## src/sv/utf8d_pkg.sv

```systemverilog
// Shared types and the lead-byte classifier for the UTF-8 byte stream decoder.
// No dependencies; every other file in this folder imports it.
`timescale 1ns / 1ps

package utf8d_pkg;

   // Request word: one raw byte plus the sticky-error clear.
   typedef struct packed {
      logic [7:0] byte_in;
      logic       clear_error;
   } req_type;

   // Response word: one decoded code point.
   typedef struct packed {
      logic [30:0] code_point;
      logic [2:0]  seq_length;
      logic        seq_error;
      logic        error_seen;
      logic        last_of_item;
   } rsp_type;

   // Open-sequence state.
   typedef struct packed {
      logic [30:0] accum_value;
      logic [2:0]  bytes_left;
      logic [2:0]  bytes_taken;
      logic        legacy_form_flag;
   } dec_state_type;

   // Up to two responses produced by one request word.
   typedef struct packed {
      logic [1:0] n_res;
      rsp_type    res0;
      rsp_type    res1;
   } dec_result_type;

   typedef enum logic [2:0] {
      LEAD_ASCII,
      LEAD_TWO,
      LEAD_THREE,
      LEAD_FOUR,
      LEAD_FIVE,
      LEAD_SIX,
      LEAD_BAD
   } lead_class_type;

   localparam logic [7:0] MASK_TWO   = 8'h1F;
   localparam logic [7:0] MASK_THREE = 8'h0F;
   localparam logic [7:0] MASK_FOUR  = 8'h07;
   localparam logic [7:0] MASK_FIVE  = 8'h03;
   localparam logic [7:0] MASK_SIX   = 8'h01;

   function automatic lead_class_type lead_class_f(input logic [7:0] b);
      lead_class_type c;
      case (b) inside
         [8'h00:8'h7F]: c = LEAD_ASCII;
         [8'hC0:8'hDF]: c = LEAD_TWO;
         [8'hE0:8'hEF]: c = LEAD_THREE;
         [8'hF0:8'hF7]: c = LEAD_FOUR;
         [8'hF8:8'hFB]: c = LEAD_FIVE;
         [8'hFC:8'hFD]: c = LEAD_SIX;
         default:       c = LEAD_BAD;   // stray continuation, 0xFE, 0xFF
      endcase
      return c;
   endfunction

endpackage

```

## src/sv/utf8_byte_stream_decoder.sv

```systemverilog
// Top level of the UTF-8 byte stream decoder (legacy 5/6-byte forms flagged).
// Depends on utf8d_pkg, utf8d_decode and utf8d_rspq.
`timescale 1ns / 1ps

// Usage
//   req channel: one raw byte per word (req_data.byte_in) plus clear_error,
//     which drops the sticky error flag before that byte is decoded.
//   rsp channel: one decoded code point per word with its byte count, a
//     per-sequence error, the sticky error flag and last_of_item.
//   A byte gives zero, one or two response words. Multi-byte lead and middle
//     continuation bytes give none; a byte that cuts an open sequence gives
//     the flagged partial value and then its own result as a lead byte.
// Timing
//   Each accepted byte is decoded in the cycle it is accepted; its responses
//   are registered into the queue behind any waiting words. One byte per cycle
//   is sustained while rsp_ready is high and each byte gives at most one
//   response. The rate is set by the one-word-per-cycle response port
//   draining the three-entry response queue.
// Reset and stalls
//   Reset closes any open sequence, clears the sticky flag and empties the
//   queue. While rsp_ready is low the queue keeps one spare word plus room
//   for a two-word byte, so req_ready stays high until two words wait.

module utf8_byte_stream_decoder
   import utf8d_pkg::*;
(
   input  logic    clock,
   input  logic    reset,
   input  logic    req_valid,
   output logic    req_ready,
   input  req_type req_data,
   output logic    rsp_valid,
   input  logic    rsp_ready,
   output rsp_type rsp_data
);

   dec_state_type  st_ff;
   dec_state_type  st_in;
   logic           sticky_ff;
   logic           sticky_in;
   dec_result_type dec_res;
   dec_result_type push;
   logic           req_accept;

   assign req_accept = req_valid & req_ready;

   utf8d_decode u_decode (
      .st         (st_ff),
      .sticky     (sticky_ff),
      .req        (req_data),
      .st_nxt     (st_in),
      .sticky_nxt (sticky_in),
      .result     (dec_res)
   );

   // only an accepted byte pushes responses
   always_comb begin
      push = dec_res;
      if (!req_accept)
         push.n_res = 2'd0;
   end

   utf8d_rspq u_rspq (
      .clock     (clock),
      .reset     (reset),
      .push      (push),
      .room      (req_ready),
      .rsp_valid (rsp_valid),
      .rsp_ready (rsp_ready),
      .rsp_data  (rsp_data)
   );

   // sequence state advances once per accepted byte
   always_ff @(posedge clock) begin
      if (reset) begin
         st_ff     <= '0;
         sticky_ff <= 1'b0;
      end else if (req_accept) begin
         st_ff     <= st_in;
         sticky_ff <= sticky_in;
      end
   end

   a_pair_starts_cut: assert property (@(posedge clock) disable iff (reset)
      req_accept && dec_res.n_res == 2'd2 |->
         dec_res.res0.seq_error && !dec_res.res0.last_of_item &&
         dec_res.res1.last_of_item)
      else $error("two-word byte not led by a cut sequence");

   a_err_sticks: assert property (@(posedge clock) disable iff (reset)
      rsp_valid && rsp_data.seq_error |-> rsp_data.error_seen)
      else $error("sequence error without sticky flag");

   a_open_has_lead: assert property (@(posedge clock) disable iff (reset)
      st_ff.bytes_left != 3'd0 |->
         st_ff.bytes_taken != 3'd0 && st_ff.bytes_taken + st_ff.bytes_left <= 3'd6)
      else $error("open sequence with inconsistent byte counts");

endmodule

```

## src/sv/utf8d_decode.sv

```systemverilog
// Single-pass decode of one byte against the open-sequence state.
// Depends on utf8d_pkg.
`timescale 1ns / 1ps

module utf8d_decode
   import utf8d_pkg::*;
(
   input  dec_state_type  st,
   input  logic           sticky,
   input  req_type        req,
   output dec_state_type  st_nxt,
   output logic           sticky_nxt,
   output dec_result_type result
);

   logic           s0;
   logic           seq_open;
   logic           is_cont;
   logic           cut;
   logic           lead_emit;
   logic           lead_err;
   logic [30:0]    acc_sh;
   logic [2:0]     taken_inc;
   rsp_type        done_res;
   rsp_type        cut_res;
   rsp_type        lead_res;
   dec_state_type  lead_st;
   lead_class_type lclass;

   always_comb begin
      s0        = sticky & ~req.clear_error;
      seq_open  = (st.bytes_left != 3'd0);
      is_cont   = (req.byte_in[7:6] == 2'b10);
      acc_sh    = {st.accum_value[24:0], req.byte_in[5:0]};
      taken_inc = st.bytes_taken + 3'd1;
      lclass    = lead_class_f(req.byte_in);
      cut       = seq_open & ~is_cont;

      // completed multi-byte sequence
      done_res.code_point   = acc_sh;
      done_res.seq_length   = taken_inc;
      done_res.seq_error    = st.legacy_form_flag;
      done_res.error_seen   = s0 | st.legacy_form_flag;
      done_res.last_of_item = 1'b1;

      // partial value of a cut sequence
      cut_res.code_point   = st.accum_value;
      cut_res.seq_length   = st.bytes_taken;
      cut_res.seq_error    = 1'b1;
      cut_res.error_seen   = 1'b1;
      cut_res.last_of_item = 1'b0;

      // byte taken as a lead
      lead_emit = 1'b0;
      lead_err  = 1'b0;
      lead_st   = '0;
      case (lclass)
         LEAD_ASCII: lead_emit = 1'b1;
         LEAD_TWO:   lead_st = '{31'(req.byte_in & MASK_TWO),   3'd1, 3'd1, 1'b0};
         LEAD_THREE: lead_st = '{31'(req.byte_in & MASK_THREE), 3'd2, 3'd1, 1'b0};
         LEAD_FOUR:  lead_st = '{31'(req.byte_in & MASK_FOUR),  3'd3, 3'd1, 1'b0};
         LEAD_FIVE:  lead_st = '{31'(req.byte_in & MASK_FIVE),  3'd4, 3'd1, 1'b1};
         LEAD_SIX:   lead_st = '{31'(req.byte_in & MASK_SIX),   3'd5, 3'd1, 1'b1};
         default: begin
            lead_emit = 1'b1;
            lead_err  = 1'b1;
         end
      endcase
      lead_res.code_point   = 31'(req.byte_in);
      lead_res.seq_length   = 3'd1;
      lead_res.seq_error    = lead_err;
      lead_res.error_seen   = s0 | cut | lead_err;
      lead_res.last_of_item = 1'b1;

      result = '0;
      if (seq_open && is_cont) begin
         if (st.bytes_left == 3'd1) begin
            st_nxt       = '0;
            sticky_nxt   = s0 | st.legacy_form_flag;
            result.n_res = 2'd1;
            result.res0  = done_res;
         end else begin
            st_nxt             = st;
            st_nxt.accum_value = acc_sh;
            st_nxt.bytes_taken = taken_inc;
            st_nxt.bytes_left  = st.bytes_left - 3'd1;
            sticky_nxt         = s0;
         end
      end else begin
         st_nxt     = lead_st;
         sticky_nxt = s0 | cut | lead_err;
         if (cut && lead_emit) begin
            result.n_res = 2'd2;
            result.res0  = cut_res;
            result.res1  = lead_res;
         end else if (cut) begin
            result.n_res             = 2'd1;
            result.res0              = cut_res;
            result.res0.last_of_item = 1'b1;
         end else if (lead_emit) begin
            result.n_res = 2'd1;
            result.res0  = lead_res;
         end
      end
   end

endmodule

```

## src/sv/utf8d_rspq.sv

```systemverilog
// Three-entry response queue; head entry drives the response port.
// Depends on utf8d_pkg.
`timescale 1ns / 1ps

module utf8d_rspq
   import utf8d_pkg::*;
(
   input  logic           clock,
   input  logic           reset,
   input  dec_result_type push,
   output logic           room,
   output logic           rsp_valid,
   input  logic           rsp_ready,
   output rsp_type        rsp_data
);

   rsp_type    q_ff [3];
   rsp_type    q_in [3];
   logic [1:0] count_ff;
   logic [1:0] count_in;
   logic [1:0] base;
   logic       pop;

   assign rsp_valid = (count_ff != 2'd0);
   assign rsp_data  = q_ff[0];
   assign room      = (count_ff <= 2'd1);
   assign pop       = rsp_valid & rsp_ready;
   assign base      = count_ff - {1'b0, pop};

   always_comb begin
      for (int i = 0; i < 3; i++) begin
         q_in[i] = (pop && i < 2) ? q_ff[(i < 2) ? i + 1 : i] : q_ff[i];
         if (push.n_res != 2'd0 && 2'(i) == base)
            q_in[i] = push.res0;
         if (push.n_res == 2'd2 && 2'(i) == base + 2'd1)
            q_in[i] = push.res1;
      end
      count_in = base + push.n_res;
   end

   always_ff @(posedge clock) begin
      if (reset) begin
         count_ff <= 2'd0;
      end else begin
         count_ff <= count_in;
      end
   end

   always_ff @(posedge clock) begin
      q_ff <= q_in;
   end

   a_pair_fits: assert property (@(posedge clock) disable iff (reset)
      push.n_res == 2'd2 |-> base <= 2'd1)
      else $error("two responses pushed without room");

   a_pop_drains: assert property (@(posedge clock) disable iff (reset)
      pop && push.n_res == 2'd0 |=> count_ff == $past(count_ff) - 2'd1)
      else $error("queue count did not drop on pop");

endmodule
```

## config.mk

```make
export PLATFORM = sky130hd
export DESIGN_NAME = utf8_byte_stream_decoder
export DESIGN_NICKNAME = d
export VERILOG_FILES = /design/src/sv/utf8d_pkg.sv /design/src/sv/utf8_byte_stream_decoder.sv /design/src/sv/utf8d_decode.sv /design/src/sv/utf8d_rspq.sv
export SDC_FILE = /design/constraint.sdc
export NUM_CORES = 1
export LEC_CHECK = 0
export BUFFER_PORTS_ARGS = -buffer_cell sky130_fd_sc_hd__buf_4
export CAP_MARGIN = 20
export CORE_ASPECT_RATIO = 1.2
export CORE_MARGIN = 1
export CORE_UTILIZATION = 30
export DETAILED_ROUTE_END_ITERATION = 12
export PLACE_DENSITY = 0.51
export SYNTH_ARGS = -nofsm -noshare
export SYNTH_HDL_FRONTEND = slang
export SYNTH_SLANG_ARGS = --single-unit
```

## constraint.sdc

```tcl
create_clock -name clock -period 3.7 [get_ports clock]
set_clock_uncertainty 0.1 [all_clocks]
set_input_delay 0.555 -clock clock [delete_from_list [all_inputs] [get_ports clock]]
set_output_delay 0.555 -clock clock [all_outputs]
set_load 0.02 [all_outputs]
```

==> impl_metrics.json, run 1 <==
{
  "synth_area_per_cell_sq_um": 10.17,
  "postSynthCellCount": 752,
  "avgViaCountPerCell": 5.111,
  "hold-path-cell-count": 4,
  "worst_slew_pin_slew_ns": 1.019,
  "worst_r2r_path_depth": 9,
  "place.detailed.hpwl_um": 12600,
  "grt_util_met3_pct": 2.371,
  "number_of_global_route_vias_before_repair": 5292,
  "cts_made_buffers": 17,
  "cts.htree.levels": 4,
  "place.gp.congestion": 0.8692,
  "yosys_warnings": 0,
  "diodes": 0,
  "antenna_violations_before_repair": 0,
  "max_slew_margin_pct": 32.09,
  "clock_latency_ns": 0.42,
  "setup.worst_path.class": "register to register",
  "vdd_ir_drop_max_v": 0.0003713,
  "dominantRegCellSynth": "edfxtp_1",
  "cp_cell_sequence": "inv_1, ha_1, nor2b_2, nor2_2, ha_1, nor3b_2, nor2_1, a221oi_1, o21ai_0",
  "final_global_route_overflow_total": 0,
  "globalRoute.busiestLayer": "met2",
  "area_of_the_core_region_sq_mm": 0.02483,
  "post_synth_num_cell_types": 56,
  "routed-via-count": 5525,
  "timing_max_transition_violations_final": 0,
  "ys_ff_latch": 152,
  "grt_first_pass_wirelength_um": 30540,
  "globalRouteMet1Util_pct": 19.51,
  "net_count_after_synthesis": 772,
  "rsz0062_at_grt": "false",
  "kind_of_cell_with_the_highest_combined_delay_on_the_critical_path": "simple AND/OR/NAND/NOR gates",
  "drt_wl_total_um": 19110,
  "layout_common_cells": "edfxtp_1, nor2_1, nand2_1",
  "hold_violations": 0,
  "clock_sinks": 152,
  "io_buffers": 51,
  "finish.net_count": 763,
  "synth_xor_xnor_area_share_pct": 0.3436,
  "mostFrequentLayoutCell": "edfxtp_1",
  "combinational_family_with_the_most_area_after_synthesis": "compound AO/OA/AOI/OAI gates",
  "timing.fmax_ghz": 0.3148,
  "drt-wirelength-per-cell_um": 17.68,
  "final_period_minus_worst_setup_slack_ns": 3.177,
  "worst_path_most_repeated_cell": "ha_1",
  "flow.area_growth_from_synthesis_pct": 11.96,
  "post_route_cells_drive_above_1_share_pct": 18.92,
  "synth_compound_gate_area_share_pct": 19.88,
  "die_width_um": 147.7,
  "std_cell_rows": 63,
  "cts_root_buf": "clkbuf_16",
  "detail_route.first_pass.iterations": 5,
  "ios": 52,
  "placed_standard_cell_area_sq_mm": 0.007986,
  "critPathArrivalTime_ns": 3.23,
  "worst_setup_path_start_kind": "register",
  "worstHoldPathType": "input pin to register",
  "timing.setup.tns_ns": 0,
  "total_power_density_per_cell_area_mw_per_mm2": 797.1,
  "cp_data_required_time_ns": 3.75,
  "synth-edff-count": 111,
  "floorplan.die.height_um": 176.9,
  "outcome": "finished, final reports clean",
  "critPathBufInv": 1,
  "worst-path-max-fanout": 10,
  "synthArstFlopShare_pct": 0,
  "fillCellCount": 2481,
  "synthAdderAreaFrac_pct": 1.145,
  "path_clk_slew_ns": 0.07,
  "max-cap-violations": 0,
  "synthMuxAreaShare_pct": 0.1309,
  "drtAntennaViolNets": 0,
  "start_util_pct": 30.79,
  "grt_max_degree": 41,
  "groute.usage.overall_pct": 15.28,
  "ys_seq_area_share_pct": 54.33,
  "regToRegSetupSlack_ns": 0.52,
  "power_leakage_nw": 2.904,
  "critical-path-slowest-cell": "nor3b_2",
  "final-setup-viol-count": 0,
  "setup.worst_path.end_class": "register",
  "final_cell_area_sq_mm": 0.008561,
  "crit_path_max_incr_delay_ns": 0.60,
  "cts_setup_buffers": 0,
  "drt_drc_violations_left": 0,
  "worst-path-stages": 9,
  "tritoncts": "done",
  "mappedNetlistArea_sq_mm": 0.007646,
  "area_fraction_in_and_or_nand_and_nor_cells_after_synthesis_pct": 15.07,
  "drt-initial-drc-count": 484,
  "timing.final.crit_share_pct": 85.86,
  "use_met2_pct": 26.08,
  "cts_resized": 0,
  "max-clock-path-buffers": 2,
  "holdBufCountCts": 0,
  "area_enclosed_by_the_die_boundary_sq_mm": 0.02613
}
==> through the flow <==
step | hold slack [ns] | cells | power (W) | utilization (%) | worst slack, ns
after floorplan | 0.3274 | 752 | 0.004588 | - | 0.1984
after global placement | 0.3374 | 1049 | 0.005167 | 32.16 | 0.5476
after detailed placement | 0.3399 | 1049 | 0.005184 | 32.16 | 0.5431
after CTS | 0.2924 | 1081 | 0.006913 | 34.48 | 0.5987
after global routing | 0.3257 | 1081 | 0.007203 | 34.48 | 0.2952
final | 0.3025 | 1081 | 0.006824 | 34.48 | 0.5231
==> final cells by class <==
cell class	instances	area (sq um)	area share [%]
Multi-Input combinational cell	489	2819	32.93
Clock buffer	18	439.2	5.130
Tap cell	325	406.6	4.750
Timing Repair Buffer	72	565.5	6.606
Sequential cell	152	4154	48.52
Clock inverter	14	135.1	1.578
Inverter	11	41.29	0.4823
==> cells in the mapped netlist (2+ instances only) <==
cell	count	area [sq um]
a211oi_1	38	285.3
and2_4	2	17.52
and3_1	5	31.28
a22oi_2	2	25.02
dfxtp_1	41	820.8
a21o_1	2	15.01
buf_4	41	307.8
nand2b_1	5	31.28
nor3_2	2	20.02
nand2_1	85	319.1
o211ai_1	19	142.6
buf_2	29	145.1
or2_2	2	12.51
clkbuf_1	17	63.81
nand3_1	21	105.1
ha_1	7	87.58
o22ai_1	17	106.4
nor2b_2	2	17.52
xnor2_1	2	17.52
nor2b_1	5	31.28
a221o_1	2	20.02
nor3_1	7	35.03
a22oi_1	22	165.2
buf_6	8	90.09
and2_1	5	31.28
nor2_1	110	412.9
buf_1	2	7.510
nor3b_2	2	25.02
a21oi_1	55	275.3
a221oi_1	2	17.52
o21ai_0	30	150.1
a31oi_1	2	12.51
edfxtp_1	111	3333
a211oi_2	17	212.7
inv_1	11	41.29
o21ai_2	2	17.52
==> per-layer routing <==
layer	part of all wire (%)	up-vias
met5	0	-
li1	-	2677
met1	45	2683
met4	1.8	0
met2	50	141
met3	4.1	24
==> tightest hold or removal path: cells and delay by family <==
family                 cells  cell delay [ns]
and+or+nand+nor            2             0.09
buffers and inverters      1             0.08
AOI/OAI and AO/OA          1             0.05
==> path summary, 6_finish.rpt <==
kind	startpoint	end
max	st_ff[4]	u_rspq.rsp_data[12]
max reg2reg	st_ff[4]	u_rspq.rsp_data[12]
min reg2reg	sticky_ff	sticky_ff
min	req_data[0]	sticky_ff
==> logic make-up after synthesis <==
family                   count (synthesis)
AND/OR/NAND/NOR                        259
AO/OA/AOI/OAI                          219
flip-flops                             152
buffers and inverters                  111
adder cells (fa/ha/maj)                  7
XOR/XNOR                                 3
multiplexers                             1
==> sequential cells by signal, summed over array words and instances (netlist names) <==
signal,flops
sticky_ff,1
u_rspq.count_ff,2
st_ff,38
u_rspq.rsp_data,37
u_rspq.q_ff,74
==> where the power goes <==
group	switching, W	internal [W]	leakage (nW)	total (W)
combinational	0.00157	0.000865	1.24	0.00244
sequential	0.000131	0.00253	1.38	0.00266
clock	0.000760	0.000961	0.282	0.00172
total	0.00246	0.00436	2.90	0.00682
(Power assumes the default switching activity.)
==> run 2, diff against run 1 <==
- CORE_ASPECT_RATIO: 1.2 -> 2
==> impl_metrics.json, run 2 (synthesis gave the netlist of run 1 again) <==
{
  "post_route_cells_drive_above_1_share_pct": 19.42,
  "worst-path-stages": 9,
  "worst_r2r_path_depth": 9,
  "start_util_pct": 30.54,
  "clock_sinks": 152,
  "timing.rr.start": "st_ff[4]",
  "worst_slew_pin_slew_ns": 0.7283,
  "p_int_w": 0.004452,
  "grt_first_pass_wirelength_um": 30150,
  "power_frac_clock_pct": 25.1,
  "drtAntennaViolNets": 0,
  "timing.setup.tns_ns": 0,
  "total_power_density_per_cell_area_mw_per_mm2": 787.1,
  "max_slew_margin_pct": 51.24,
  "power.share.switching_pct": 34.87,
  "path_clk_slew_ns": 0.06,
  "worstHoldPathType": "input pin to register",
  "cts.htree.levels": 4,
  "worst-path-max-fanout": 10,
  "area_of_the_core_region_sq_mm": 0.02503,
  "number_of_global_route_vias_before_repair": 5321,
  "routed-via-count": 5538,
  "kind_of_cell_with_the_highest_combined_delay_on_the_critical_path": "simple AND/OR/NAND/NOR gates",
  "placed_standard_cell_area_sq_mm": 0.008095,
  "drt_wl_total_um": 19070,
  "hold-path-cell-count": 4,
  "ff_latch_area_sq_mm": 0.004154,
  "layout_common_cells": "edfxtp_1, nor2_1, nand2_1",
  "cts_root_buf": "clkbuf_16",
  "critPathArrivalTime_ns": 3.38,
  "fillCellCount": 2600,
  "cts_made_buffers": 17,
  "cp_data_required_time_ns": 3.75,
  "reg2reg_to": "u_rspq.rsp_data[13]",
  "avgViaCountPerCell": 5.044,
  "vdd_ir_drop_max_v": 0.0004361,
  "max-clock-path-buffers": 2,
  "final_period_minus_worst_setup_slack_ns": 3.331,
  "max_flop_register": "u_rspq.q_ff",
  "detail_route.first_pass.iterations": 5,
  "floorplan.die.height_um": 227.8,
  "combinationalPowerShare_pct": 36.0,
  "clock_latency_ns": 0.44,
  "drt-wirelength-per-cell_um": 17.37,
  "diodes": 0,
  "setup.worst_path.end_class": "register",
  "groute.usage.overall_pct": 15.32,
  "io_buffers": 51,
  "crit_path_max_incr_delay_ns": 0.64,
  "largest_register_ffs": 74,
  "outcome": "finished, final reports clean",
  "timing.hold.worst_endpoint": "sticky_ff",
  "place.detailed.hpwl_um": 13010,
  "area_enclosed_by_the_die_boundary_sq_mm": 0.02617,
  "drt-initial-drc-count": 317,
  "rsz0062_at_grt": "false",
  "cts_setup_buffers": 0,
  "timing.final.crit_share_pct": 90.02,
  "mostFrequentLayoutCell": "edfxtp_1",
  "final_global_route_overflow_total": 0,
  "multiInputGateArea_sq_mm": 0.002819,
  "cp_cell_sequence": "inv_1, ha_1, nor2b_2, nor2_2, ha_1, nor3b_2, nor2_1, a221oi_1, o211ai_1",
  "place.gp.congestion": 0.9061,
  "antenna_violations_before_repair": 0,
  "drt_drc_violations_left": 0,
  "timing.fmax_ghz": 0.3002,
  "grt_max_degree": 59,
  "hold_path_startpoint": "req_data[0]",
  "setup.worst_path.class": "register to register",
  "final_cell_area_sq_mm": 0.008683,
  "max-cap-violations": 0,
  "final-setup-viol-count": 0,
  "sequentialPowerShare_pct": 38.9,
  "worst_setup_path_start_kind": "register",
  "critical-path-slowest-cell": "nor3b_2",
  "timing_max_transition_violations_final": 0,
  "p_sw_w": 0.002383,
  "regToRegSetupSlack_ns": 0.37,
  "worst_path_most_repeated_cell": "ha_1",
  "finish.net_count": 769,
  "die_width_um": 114.9,
  "flow.area_growth_from_synthesis_pct": 13.57,
  "hold_violations": 0,
  "tritoncts": "done",
  "power_leakage_nw": 2.950,
  "ios": 52,
  "std_cell_rows": 82,
  "holdBufCountCts": 0,
  "critPathBufInv": 1,
  "cts_resized": 0
}
## run 2: layout make-up
| type | count | share of cell area [%] |
|---|---|---|
| clock buffer | 23 | 5.735 |
| clock inverter | 9 | 1.037 |
| inverter | 11 | 0.4755 |
| multi-input combinational | 489 | 32.46 |
| sequential | 152 | 47.84 |
| tap | 336 | 4.841 |
| timing repair buffer | 78 | 7.608 |
## run 2: how the worst max path moves through the flow
stage                      from                   to
floorplan              st_ff[4]       u_rspq.q_ff[0]
global placement    req_data[8]  u_rspq.rsp_data[12]
detailed placement  req_data[6]  u_rspq.rsp_data[12]
CTS                    st_ff[4]  u_rspq.rsp_data[12]
global route           st_ff[4]  u_rspq.rsp_data[12]
finish                 st_ff[4]  u_rspq.rsp_data[13]
## run 2: layer usage
metal	GRT usage, %	up-vias	part of all wire [%]
li1	-	2686	-
met5	0	-	0
met1	17.05	2681	39
met2	27.18	137	54
met3	3.162	34	3.1
met4	7.346	0	3.3
## run 2: metrics by stage
| step | worst slack, ns | hold slack, ns | std cells | util (%) | total power [W] |
|---|---|---|---|---|---|
| floorplan | 0.1984 | 0.3274 | 752 | - | 0.004588 |
| global placement | 0.4015 | 0.3433 | 1066 | 32.34 | 0.005178 |
| detailed placement | 0.3777 | 0.3492 | 1066 | 32.34 | 0.005198 |
| CTS | 0.3672 | 0.2862 | 1098 | 34.69 | 0.006926 |
| global route | 0.05560 | 0.3162 | 1098 | 34.69 | 0.007213 |
| finish | 0.3692 | 0.2954 | 1098 | 34.69 | 0.006835 |
## run 2: power by group through the flow
stage	sequential [W]	clock (W)	combinational, W
3_3_place_gp	0.00269	0	0.00248
3_5_place_dp	0.00270	0	0.00250
6_report	0.00266	0.00172	0.00246
5_1_grt	0.00271	0.00181	0.00270
4_1_cts	0.00266	0.00176	0.00250
2_1_floorplan	0.00266	0	0.00193
## run 2: tightest hold or removal path, delay by kind of cell
kind                   cells  cell delay [ns]
buffers and inverters      1             0.08
and+or+nand+nor            2             0.10
AOI/OAI and AO/OA          1             0.05
